==> config.mk <==
export PLATFORM = sky130hd
export DESIGN_NAME = shg_rsp_reg
export DESIGN_NICKNAME = d
export VERILOG_FILES = /design/src/rtl/core/shg_pkg.sv /design/src/rtl/core/shg_rsp_reg.sv
export SDC_FILE = /design/constraint.sdc
export NUM_CORES = 1
export LEC_CHECK = 0
export ABC_AREA = 1
export BUFFER_PORTS_ARGS = -buffer_cell sky130_fd_sc_hd__buf_2
export CAP_MARGIN = 40
export CELL_PAD_IN_SITES_DETAIL_PLACEMENT = 0
export CELL_PAD_IN_SITES_GLOBAL_PLACEMENT = 1
export CORE_MARGIN = 4
export CORE_UTILIZATION = 33
export CTS_CLUSTER_SIZE = 16
export DETAILED_ROUTE_END_ITERATION = 10
export GPL_TIMING_DRIVEN = 0
export PLACE_DENSITY = 0.91
export SETUP_SLACK_MARGIN = 0.05
export SLEW_MARGIN = 20
export SYNTH_ARGS = -nofsm -noshare
export SYNTH_HDL_FRONTEND = slang
export SYNTH_SLANG_ARGS = --single-unit
==> constraint.sdc <==
create_clock -name clock -period 7.1 [get_ports clock]
set_input_delay 1.42 -clock clock [delete_from_list [all_inputs] [get_ports clock]]
set_output_delay 1.42 -clock clock [all_outputs]
set_load 0.01 [all_outputs]
==> src/rtl/core/shg_pkg.sv <==
// shared types, constants and helpers of the spatial hash grid
package shg_pkg;

   localparam int GRID_BITS    = 6;
   localparam int KEY_W        = 2 * GRID_BITS;
   localparam int CELL_COUNT   = 1 << KEY_W;
   localparam int BUCKET_SLOTS = 4;
   localparam int SLOT_BITS    = 2;
   localparam int FILL_W       = 3;
   localparam int HANDLE_W     = 11;
   localparam int MAX_HANDLES  = 1024;
   localparam int HIDX_W       = 10;
   localparam int FRAC_BITS    = 4;
   localparam int POS_W        = 16;
   localparam int CELL_W       = POS_W - FRAC_BITS;
   localparam int COORD_W      = CELL_W + 1;
   localparam int CMP_W        = POS_W + 2;
   localparam int RANGE_W      = 5;
   localparam int TOTAL_W      = 15;
   localparam int RESULT_CAP   = 64;
   localparam int CNT_W        = 7;
   localparam int CSR_IDX_W    = 2;
   localparam int CSR_DATA_W   = 8;
   localparam int RANGE_RESET  = 16;

   localparam logic [1:0] OP_INSERT = 2'd0;
   localparam logic [1:0] OP_QUERY  = 2'd1;
   localparam logic [1:0] OP_CLEAR  = 2'd2;

   localparam logic [1:0] STATUS_OK      = 2'd0;
   localparam logic [1:0] STATUS_OFFGRID = 2'd1;
   localparam logic [1:0] STATUS_FULL    = 2'd2;

   localparam logic [CSR_IDX_W-1:0] CSR_SEARCH_RANGE = 2'd0;
   localparam logic [CSR_IDX_W-1:0] CSR_EXACT_FILTER = 2'd1;

   typedef struct packed {
      logic [1:0]                opcode;
      logic signed [POS_W-1:0]   pos_x;
      logic signed [POS_W-1:0]   pos_y;
      logic [HANDLE_W-1:0]       item_handle;
   } req_type;

   typedef struct packed {
      logic [HANDLE_W-1:0] found_handle;
      logic [1:0]          status;
      logic                last;
      logic [TOTAL_W-1:0]  entry_count;
   } rsp_type;

   typedef enum logic [2:0] {
      ST_CLEAR,
      ST_IDLE,
      ST_INS,
      ST_DONE,
      ST_QCELL,
      ST_QHND,
      ST_QPOS,
      ST_QEND
   } state_type;

   function automatic logic [KEY_W-1:0] morton(input logic [GRID_BITS-1:0] cx,
                                               input logic [GRID_BITS-1:0] cy);
      logic [KEY_W-1:0] key;
      key = '0;
      for (int b = 0; b < GRID_BITS; b++) begin
         key[2*b]   = cx[b];
         key[2*b+1] = cy[b];
      end
      return key;
   endfunction

endpackage

==> src/rtl/core/shg_rsp_reg.sv <==
// one-entry output register for the response channel
module shg_rsp_reg (
   input  logic             clock,
   input  logic             reset,
   input  logic             push_valid,
   output logic             push_ready,
   input  shg_pkg::rsp_type push_data,
   output logic             rsp_valid,
   input  logic             rsp_ready,
   output shg_pkg::rsp_type rsp_data
);
   import shg_pkg::*;

   logic    full_ff;
   rsp_type data_ff;

   assign push_ready = !full_ff || rsp_ready;
   assign rsp_valid  = full_ff;
   assign rsp_data   = data_ff;

   always_ff @(posedge clock) begin
      if (reset) begin
         full_ff <= 1'b0;
      end else if (push_valid && push_ready) begin
         full_ff <= 1'b1;
      end else if (rsp_ready) begin
         full_ff <= 1'b0;
      end
   end

   always_ff @(posedge clock) begin
      if (push_valid && push_ready) begin
         data_ff <= push_data;
      end
   end

endmodule

==> results of run 1 <==
-- stage by stage --
stage               setup slack [ps]  cell area, µm²  utilization  total power, mW
floorplan                       3765           918.4            -           0.2232
global placement                3308            1271       0.4951           0.2414
finish                          3887            1383       0.5385           0.3761
detailed placement              3884            1297       0.5054           0.2441
global route                    3866            1383       0.5385           0.3956
CTS                             3882            1383       0.5385           0.3840
-- state kept, by name (all words and copies together), names as in the netlist --
register / cells
rsp_valid: 1
rsp_data: 29
-- placed cells by master (no fill, tap or decap), drive strengths merged --
| cell type | instances |
|---|---|
| dfxtp | 1 |
| nand2 | 1 |
| edfxtp | 29 |
| buf | 64 |
| bufinv | 1 |
| inv | 2 |
| a21oi | 2 |
| clkbuf | 7 |
-- worst max path at each step --
stage,depth (start not counted),to,startpoint,slack [ps]
2_1_floorplan,2,rsp_data[0],push_valid,3770
5_1_grt,4,push_ready,rsp_ready,3870
4_1_cts,4,push_ready,rsp_ready,3880
6_report,4,push_ready,rsp_ready,3890
3_5_place_dp,4,push_ready,rsp_ready,3880
3_3_place_gp,3,rsp_data[14],push_valid,3310
-- Yosys cell counts --
cell / count
a21oi_2: 1
inv_2: 1
inv_1: 1
a21oi_1: 1
edfxtp_1: 29
nand2_2: 1
dfxtp_1: 1
-- where the power goes --
part           leakage (nW)  internal (mW)  switching [mW]
Combinational         0.271         0.0143          0.0162
Sequential            0.289          0.206         0.00253
Clock                0.0455         0.0841          0.0529
-- cells by family after synthesis --
group                  Yosys count  synth area share
buffers and inverters            2          0.008167
AOI/OAI and AO/OA                2           0.01498
DFF                             30            0.9700
and+or+nand+nor                  1          0.006816
-- routing by layer --
| metal | vias to the layer above | GRT usage |
|---|---|---|
| met2 | 50 | 0.1511 |
| met1 | 256 | 0.1228 |
| met3 | 3 | 0.06170 |
| met5 | - | 0 |
| li1 | 279 | - |
| met4 | 0 | 0.07430 |
-- critical path: stages --
cell and delay [ps]:
buf_2 100, inv_2 70, nand2_2 60, buf_2 140
-- final cells by class --
cell class                 count  area (µm²)  area share
sequential                    30       890.9      0.6443
timing repair buffer          64       330.3      0.2389
clock buffer                   7       55.05     0.03982
tap                           30       37.54     0.02715
multi-input combinational      3       31.28     0.02262
clock inverter                 1       30.03     0.02172
inverter                       2       7.507    0.005430
==> results by group, run 1 <==
Drt
  – Via count: 588
  – Routed Wire Length: 1764 µm
  – Drt first pass iters: 4
  – Highest metal used: met4
  – Vias per Instance: 4.292
  – Routed length on met3: between 300 and 400 µm
  – # DRC: 0
  – Post-route ant nets: 0
  – M1 wire length: about 630 µm
  – Drt wl/cell: 12.88 µm
  – Routed wl met2: between 700 and 800 µm
  – Detailed Route Iter0 Violations: 12

Setup path
  – CP Capture Type: primary output
  – Crit Path Class: in -> out
  – RR Endpoint: rsp_data[11]
  – Crit Path Max Fanout: 2
  – Arr. time, crit path: 1790 ps
  – WP data required: 5680 ps
  – FF-to-FF path depth: 2
  – R2R setup slack: 5760 ps
  – Reg-to-reg startpoint: rsp_valid
  – Startpoint Class: input port

Clock network
  – Clock transition at the registers of the reported paths: 80 ps
  – CTS sink cnt: 30
  – H-Tree Depth: 2
  – CTS tree: done
  – Longest Clk Path Bufs: 2
  – Worst-Skew Late Latency: 320 ps
  – CTS Root Cell: clkbuf_4
  – CTS resizes: 0
  – Setup Buffers After CTS: 0
  – Hold buffers post-CTS: 0
  – CTS buffer count: 5

STA
  – Setup violators final: 0
  – Final hold viol count: 0
  – Max frequency: ~310 MHz
  – RSZ-0062 raised after global routing: no
  – Worst Tran Pin Value: 507.4 ps
  – Max Slew Vio Count: 0
  – Tmin final: 3213 ps
  – Hold_ws: 540.4 ps
  – Period utilisation layout: 0.4526
  – Max_slew headroom: 0.6610
  – Layout Skew: around 6.2 ps
  – Final TNS setup: 0 ps

Floorplanning
  – Site row count: 18
  – Initial core utilization: 0.3577
  – Die area: 0.003691 mm²
  – Die height: 60.76 µm
  – Die width: 60.76 µm
  – Core ar.: 0.002567 mm²
  – I/O pins: 64

Job
  – Maximum capacitance violations: 0

Final layout
  – Share of layout cells above drive strength 1: 0.7009
  – Ant diodes: 0
  – Final cell count without fillers: 137
  – Fin nets: 139
  – Area grow syn2layout: 50.55%
  – Fillers: 226

Min path
  – Worst Hold Launch: rsp_valid
  – HP Class: reg -> reg
  – Worst hold stages: 2
  – Worst Hold Path EP: rsp_valid

Logic synthesis
  – Syn nets: 68
  – Synthesized area: 918.4 µm²
  – Top cell type's share of synthesized area: 0.9482
  – Yosys reg bits: 30
  – Post-synth top area cell: edfxtp_1
  – Post-Synthesis Cells: 35
  – Netlist cell types: 7
  – Seq/Total Area, Yosys: 0.9700
  – Top post-synthesis cells by area: edfxtp_1 95%, dfxtp_1 2.2%, a21oi_2 0.95%
  – Post-Syn Area per Cell: 26.24 µm²
  – Total number of yosys warnings: 0

Run status
  – Outcome: finished clean

Placed design
  – Detail Placement HPWL: 1400 µm
  – RePlAce Congestion: 0.6518
  – Placed Instances: 129
  – Port bufs: 63

Power and ir drop
  – Leak: 0.6055 nW
  – Power Density: 272.0 mW/mm²
  – Worst VDD drop: 0.1497 mV

Global route
  – First-pass GRT wire length: 2704 µm
  – Largest net degree at the start of global routing: 16
  – Total Routing Usage GR: 0.1074
  – Initial antenna violation count: 0
  – Grt ovf: 0
  – Vias in the first global route: 630
Power figures use the tool's default switching activity.
==> run 2: changes to the inputs <==
--- a/config.mk
+++ b/config.mk
@@ -11,11 +11,11 @@
 export CELL_PAD_IN_SITES_DETAIL_PLACEMENT = 0
 export CELL_PAD_IN_SITES_GLOBAL_PLACEMENT = 1
 export CORE_MARGIN = 4
-export CORE_UTILIZATION = 33
+export CORE_UTILIZATION = 31
 export CTS_CLUSTER_SIZE = 16
 export DETAILED_ROUTE_END_ITERATION = 10
 export GPL_TIMING_DRIVEN = 0
-export PLACE_DENSITY = 0.91
+export PLACE_DENSITY = 0.87
 export SETUP_SLACK_MARGIN = 0.05
 export SLEW_MARGIN = 20
 export SYNTH_ARGS = -nofsm -noshare
==> constraint.sdc (replaced) <==
create_clock -name clock -period 3.35 [get_ports clock]
set_input_delay 0.67 -clock clock [delete_from_list [all_inputs] [get_ports clock]]
set_output_delay 0.67 -clock clock [all_outputs]
set_load 0.01 [all_outputs]
==> run 2 against run 1 <==
Net effect: register-to-register slack worse by 3700 ps; worst setup slack lost 2300 ps; sequential share of layout area shrank 0.35 points; clock skew up 2.7 ps; routed wire length increased by 3.8%; non-clock buffer count unchanged; worst hold slack lost 44 ps; via count up 0.17%; combinational power is 120% higher; total power increased by 100%; global-route usage down 0.63 points; critical endpoint unchanged; largest power group unchanged.
==> results by group, run 2 (synthesized netlist as in run 1, its figures left out) <==
Run status
  – Outcome: finished clean

Placed design
  – Area of placed instances: 0.001311 mm² (+1.1%)
  – RePlAce Congestion: 0.6130 (-6.0%)
  – Setup WS pre-CTS: 1554 ps (-2330 ps)
  – Placed Instances: 130 (+0.78%)
  – Detail Placement HPWL: 1446 µm (+3.3%)
  – Port bufs: 63 (unchanged)

Power and ir drop
  – Power Density: 551.2 mW/mm² (+100%)
  – Worst VDD drop: 0.2851 mV (+91%)
  – Leak: 0.6097 nW (+0.69%)

Min path
  – HP Class: in -> reg
  – Worst hold stages: 2 (unchanged)
  – Worst Hold Launch: reset

Final layout
  – Fin nets: 139 (unchanged)
  – Final cell count without fillers: 138 (+0.73%)
  – Ant diodes: 0 (unchanged)
  – Max reg flops: 29 (unchanged)
  – Most frequent cells in the layout: 63 x buf_2, 29 x edfxtp_1, 5 x clkbuf_4
  – Leading cell type in the layout, fill and taps excluded: buf_2
  – Design Area, Final: 0.001390 mm² (+0.54%)
  – Share of layout cells above drive strength 1: 0.7103 (+0.009346)
  – Area grow syn2layout: 51.36%

Clock network
  – Longest Clk Path Bufs: 2 (unchanged)
  – Worst-Skew Late Latency: 320 ps (about the same)
  – Clock transition at the registers of the reported paths: 90 ps (about the same)
  – Hold buffers post-CTS: 0 (unchanged)
  – H-Tree Depth: 2 (unchanged)
  – CTS buffer count: 5 (unchanged)
  – Setup Buffers After CTS: 0 (unchanged)
  – CTS sink cnt: 30 (unchanged)
  – CTS resizes: 0 (unchanged)
  – CTS Root Cell: clkbuf_4
  – CTS tree: done

Global route
  – Grt ovf: 0 (unchanged)
  – Initial antenna violation count: 0 (unchanged)
  – Vias in the first global route: 648 (+2.9%)
  – First-pass GRT wire length: 2863 µm (+5.9%)
  – Total Routing Usage GR: 0.1012 (-0.006292)
  – Largest net degree at the start of global routing: 18 (+2)

STA
  – Worst Tran Pin Value: 499.6 ps (-7.787 ps)
  – Tmin final: 1722 ps
  – Max Slew Vio Count: 0 (unchanged)
  – Layout Skew: 8.866 ps (+2.710 ps)
  – Setup violators final: 0 (unchanged)
  – Period utilisation layout: 0.5141
  – Max frequency: 580.6 MHz
  – Final TNS setup: 0 ps (unchanged)
  – Hold_ws: 496.4 ps (-43.99 ps)
  – RSZ-0062 raised after global routing: no
  – Max_slew headroom: 0.6662 (+0.005203)
  – Final hold viol count: 0 (unchanged)
  – Worst setup margin: 1628 ps (-2259 ps)

Floorplanning
  – Die height: 62.43 µm (+2.8%)
  – I/O pins: 64 (unchanged)
  – Die width: 62.43 µm (+2.8%)
  – Die area: 0.003898 mm² (+5.6%)
  – Initial core utilization: 0.3274 (-0.03031)
  – Site row count: 19 (+1)
  – Core ar.: 0.002805 mm² (+9.3%)

Setup path
  – Family with the most delay on the worst path: buffers and inverters
  – Startpoint Class: input port
  – Levels on crit path: 4 (unchanged)
  – FF-to-FF path depth: 2 (unchanged)
  – Critical Path Most Common Cell: buf_2
  – CP bufs+invs: 3 (unchanged)
  – WP data required: 2680 ps (-3000 ps)
  – Arr. time, crit path: 1050 ps (-740 ps)
  – Reg-to-reg startpoint: rsp_valid
  – Crit Path Class: in -> out
  – Max incr delay on CP: 140 ps (about the same)
  – CP Capture Type: primary output
  – Launch point of the worst path: rsp_ready
  – Crit path cell chain: buf_2 > inv_2 > nand2_2 > buf_2
  – Crit Path Max Fanout: 2 (unchanged)
  – Highest-delay cell along the critical path: buf_2

Drt
  – Post-route ant nets: 0 (unchanged)
  – Detailed Route Iter0 Violations: 11 (-1)
  – Drt wl/cell: 13.27 µm (+3.0%)
  – Routed Wire Length: 1831 µm (+3.8%)
  – Via count: 589 (+0.17%)
  – Vias per Instance: 4.268 (-0.56%)
  – Drt first pass iters: 4 (unchanged)
  – # DRC: 0 (unchanged)

Job
  – Maximum capacitance violations: 0 (unchanged)
## run 2: cell type report
| type | instances | area, µm² |
|---|---|---|
| sequential | 30 | 890.9 |
| inverter | 2 | 7.507 |
| multi-input combinational | 3 | 31.28 |
| timing repair buffer | 64 | 342.8 |
| clock buffer | 8 | 78.83 |
| tap | 31 | 38.79 |
| fill | 259 | 1415 |
## run 2: metrics by stage
stage / utilization / power [mW]
floorplan: - / 0.4731
global placement: 0.4536 / 0.5118
detailed placement: 0.4674 / 0.5201
CTS: 0.4955 / 0.7791
global route: 0.4955 / 0.7996
finish: 0.4955 / 0.7662
## run 2: power by group
group / total, mW / leakage, nW / internal, mW / switching, mW
logic: 0.0675 / 0.276 / 0.0325 / 0.0350
registers: 0.442 / 0.289 / 0.437 / 0.00515
clock network: 0.257 / 0.0446 / 0.143 / 0.114
total: 0.766 / 0.610 / 0.612 / 0.154
## run 2: worst paths after layout
check | endpoint | slack (ps)
min reg2reg | rsp_valid | 540
max | push_ready | 1630
max reg2reg | rsp_data[14] | 2020
min | rsp_valid | 500
## run 2: layer usage
metal / vias up / GRT usage / share of wire
met4: 0 / 0.08264 / 0.031
li1: 277 / - / -
met3: 8 / 0.07374 / 0.17
met2: 49 / 0.1558 / 0.46
met5: - / 0 / 0
met1: 255 / 0.08741 / 0.34
## run 2: worst register-to-register path: stages (launching register included)
cell	delay, ps
dfxtp_1	360
a21oi_4	450
buf_16	220
==> run 3: changes to the inputs <==
--- a/config.mk
+++ b/config.mk
@@ -11,11 +11,11 @@
 export CELL_PAD_IN_SITES_DETAIL_PLACEMENT = 0
 export CELL_PAD_IN_SITES_GLOBAL_PLACEMENT = 1
 export CORE_MARGIN = 4
-export CORE_UTILIZATION = 31
+export CORE_UTILIZATION = 28
 export CTS_CLUSTER_SIZE = 16
 export DETAILED_ROUTE_END_ITERATION = 10
 export GPL_TIMING_DRIVEN = 0
-export PLACE_DENSITY = 0.87
+export PLACE_DENSITY = 0.84
 export SETUP_SLACK_MARGIN = 0.05
 export SLEW_MARGIN = 20
 export SYNTH_ARGS = -nofsm -noshare
==> constraint.sdc (replaced) <==
create_clock -name clock -period 1.4 [get_ports clock]
set_input_delay 0.28 -clock clock [delete_from_list [all_inputs] [get_ports clock]]
set_output_delay 0.28 -clock clock [all_outputs]
set_load 0.01 [all_outputs]
==> run 3 against run 2 <==
Net effect: via count down 1.2%; core utilization down 5.6 points; combinational power up 130%; sequential cell count unchanged; clock power up 74%; cell area down 2.0%; sequential power up 140%; clock skew down 2.2 ps; first-iteration DRC count rose to 2.9 times the previous value.
==> results by group, run 3 (synthesized netlist as in run 1, its figures left out) <==
Placed design
  – Port bufs: 63 (unchanged)
  – RePlAce Congestion: 0.6127 (about the same)
  – Detail Placement HPWL: 1443 µm (-0.21%)

Setup path
  – Reg-to-reg startpoint: rsp_valid
  – Crit Path Class: reg -> out
  – Crit Path Max Fanout: 4 (+2)
  – Highest-delay cell along the critical path: dfxtp_2
  – Launch point of the worst path: rsp_valid
  – CP Capture Type: primary output
  – WP data required: 1120 ps (-1560 ps)
  – CP bufs+invs: 1 (-2)
  – Max incr delay on CP: 430 ps (+290 ps)
  – Arr. time, crit path: 970 ps (-80 ps)
  – Family with the most delay on the worst path: flip-flops
  – Startpoint Class: flop
  – Crit path cell chain: nand2_2 > buf_2

Global route
  – Vias in the first global route: 651 (+0.46%)
  – Grt met3 use: 0.04957 (-0.02417)
  – Largest net degree at the start of global routing: 16 (-2)
  – Initial antenna violation count: 0 (unchanged)
  – Total Routing Usage GR: 0.1023 (+0.001111)
  – First-pass GRT wire length: 3084 µm (+7.7%)
  – Grt ovf: 0 (unchanged)
  – Gr busiest metal: met2
  – GR Layer Usage met2: 0.1694 (+0.01361)
  – Met1 usage: 0.09624 (+0.008826)

STA
  – Max Slew Vio Count: 0 (unchanged)
  – RSZ-0062 raised after global routing: no
  – Final TNS setup: 0 ps (unchanged)
  – Worst Tran Pin Value: 480.5 ps (-19.19 ps)
  – Layout Skew: 6.687 ps (-2.179 ps)
  – Final hold viol count: 0 (unchanged)
  – Period utilisation layout: 0.8929
  – Max_slew headroom: 0.6790 (+0.01283)
  – Tmin final: around 1300 ps
  – Max frequency: between 700 and 800 MHz
  – Setup violators final: 0 (unchanged)

Drt
  – Routed Wire Length: 1936 µm (+5.7%)
  – Via count: 582 (-1.2%)
  – Drt first pass iters: 3 (-1)
  – Vias per Instance: 3.880 (-9.1%)
  – Drt wl/cell: 12.91 µm (-2.7%)
  – Post-route ant nets: 0 (unchanged)
  – # DRC: 0 (unchanged)
  – Detailed Route Iter0 Violations: 32 (+21)

Power and ir drop
  – Power Total: 1.661 mW (+120%)
  – Power Density: 1219 mW/mm² (+120%)
  – Leak: 0.5817 nW (-4.6%)
  – Worst VDD drop: 0.5101 mV (+79%)

Min path
  – Worst Hold Launch: reset
  – HP Class: in -> reg

Run status
  – Outcome: finished clean

Final layout
  – Area grow syn2layout: 48.37%
  – Leading cell type in the layout, fill and taps excluded: buf_2
  – Fillers: 315 (+22%)
  – Register area: 892.1 µm² (+0.14%)
  – Share of layout cells above drive strength 1: 0.6981 (-0.01217)
  – Multi-input logic area: 47.55 µm² (+52%)
  – Ant diodes: 0 (unchanged)
  – Max reg flops: 29 (unchanged)
  – Most frequent cells in the layout: 63 x buf_2, 29 x edfxtp_1, 5 x clkbuf_4
  – Fin nets: 139 (unchanged)

Job
  – Maximum capacitance violations: 0 (unchanged)

Floorplanning
  – I/O pins: 64 (unchanged)
  – Initial core utilization: 0.2960 (-0.03142)
  – Die height: 65.27 µm (+4.5%)
  – Die area: 0.004260 mm² (+9.3%)
  – Core ar.: 0.003103 mm² (+11%)
  – Site row count: 20 (+1)
  – Die width: 65.27 µm (+4.5%)

Clock network
  – CTS sink cnt: 30 (unchanged)
  – Hold buffers post-CTS: 0 (unchanged)
  – CTS tree: done
  – CTS Root Cell: clkbuf_4
  – Clock transition at the registers of the reported paths: 90 ps (about the same)
  – CTS buffer count: 5 (unchanged)
  – Setup Buffers After CTS: 0 (unchanged)
  – Longest Clk Path Bufs: 2 (unchanged)
  – H-Tree Depth: 2 (unchanged)
  – Worst-Skew Late Latency: 320 ps (about the same)
run 3: changes by cell type in the layout (fill, tap and decap cells not counted), sizes merged:
cell | previous run | this run
a21oi | 2 | 3
buf | 64 | 63
clkbuf | 8 | 7
run 3: layer usage:
| metal | routed length (µm) | share of wire |
|---|---|---|
| met1 | 629 | 0.32 |
| met4 | 28 | 0.014 |
| met2 | 1024 | 0.53 |
| met5 | 0 | 0 |
| met3 | 253 | 0.13 |
run 3: final timing paths:
| check | cells after the start | end | slack (ps) |
|---|---|---|---|
| hold reg to reg | 2 | rsp_valid | 540 |
| hold / removal | 2 | rsp_valid | 100 |
| setup / recovery | 2 | push_ready | 150 |
| setup reg to reg | 1 | rsp_data[9] | 240 |
run 3: layout make-up:
| cell class | instances | share of cell area |
|---|---|---|
| flip-flops and latches | 30 | 0.6547 |
| multi-input cells | 4 | 0.03489 |
| well taps | 44 | 0.04040 |
| inverters | 2 | 0.005510 |
| repair buffers | 63 | 0.2314 |
| clock buffers | 7 | 0.03306 |
run 3: power by group:
part | internal (mW) | leakage [nW] | switching [mW] | total, mW
combinational | 0.0695 | 0.267 | 0.0843 | 0.154
clock | 0.189 | 0.0254 | 0.257 | 0.446
sequential | 1.05 | 0.289 | 0.0147 | 1.06
run 3: repair_timing:
item / 4_1_cts / 5_1_grt
pin swaps: 1 / 0
endpoints found under the setup margin: 29 / 2
gates cloned: 1 / 0
resized for setup: 1 / 1
run 3: stage by stage:
stage	hold slack [ps]	util	std cells	area (µm²)	worst slack, ps
2_1_floorplan	342.4	-	35	929.6	76.89
5_1_grt	77.97	0.4391	150	1363	94.08
6_report	99.86	0.4391	150	1363	150.0
4_1_cts	90.88	0.4387	150	1361	34.13
3_5_place_dp	443.9	0.4190	142	1300	-150.7
3_3_place_gp	439.7	0.4190	142	1300	-80.39
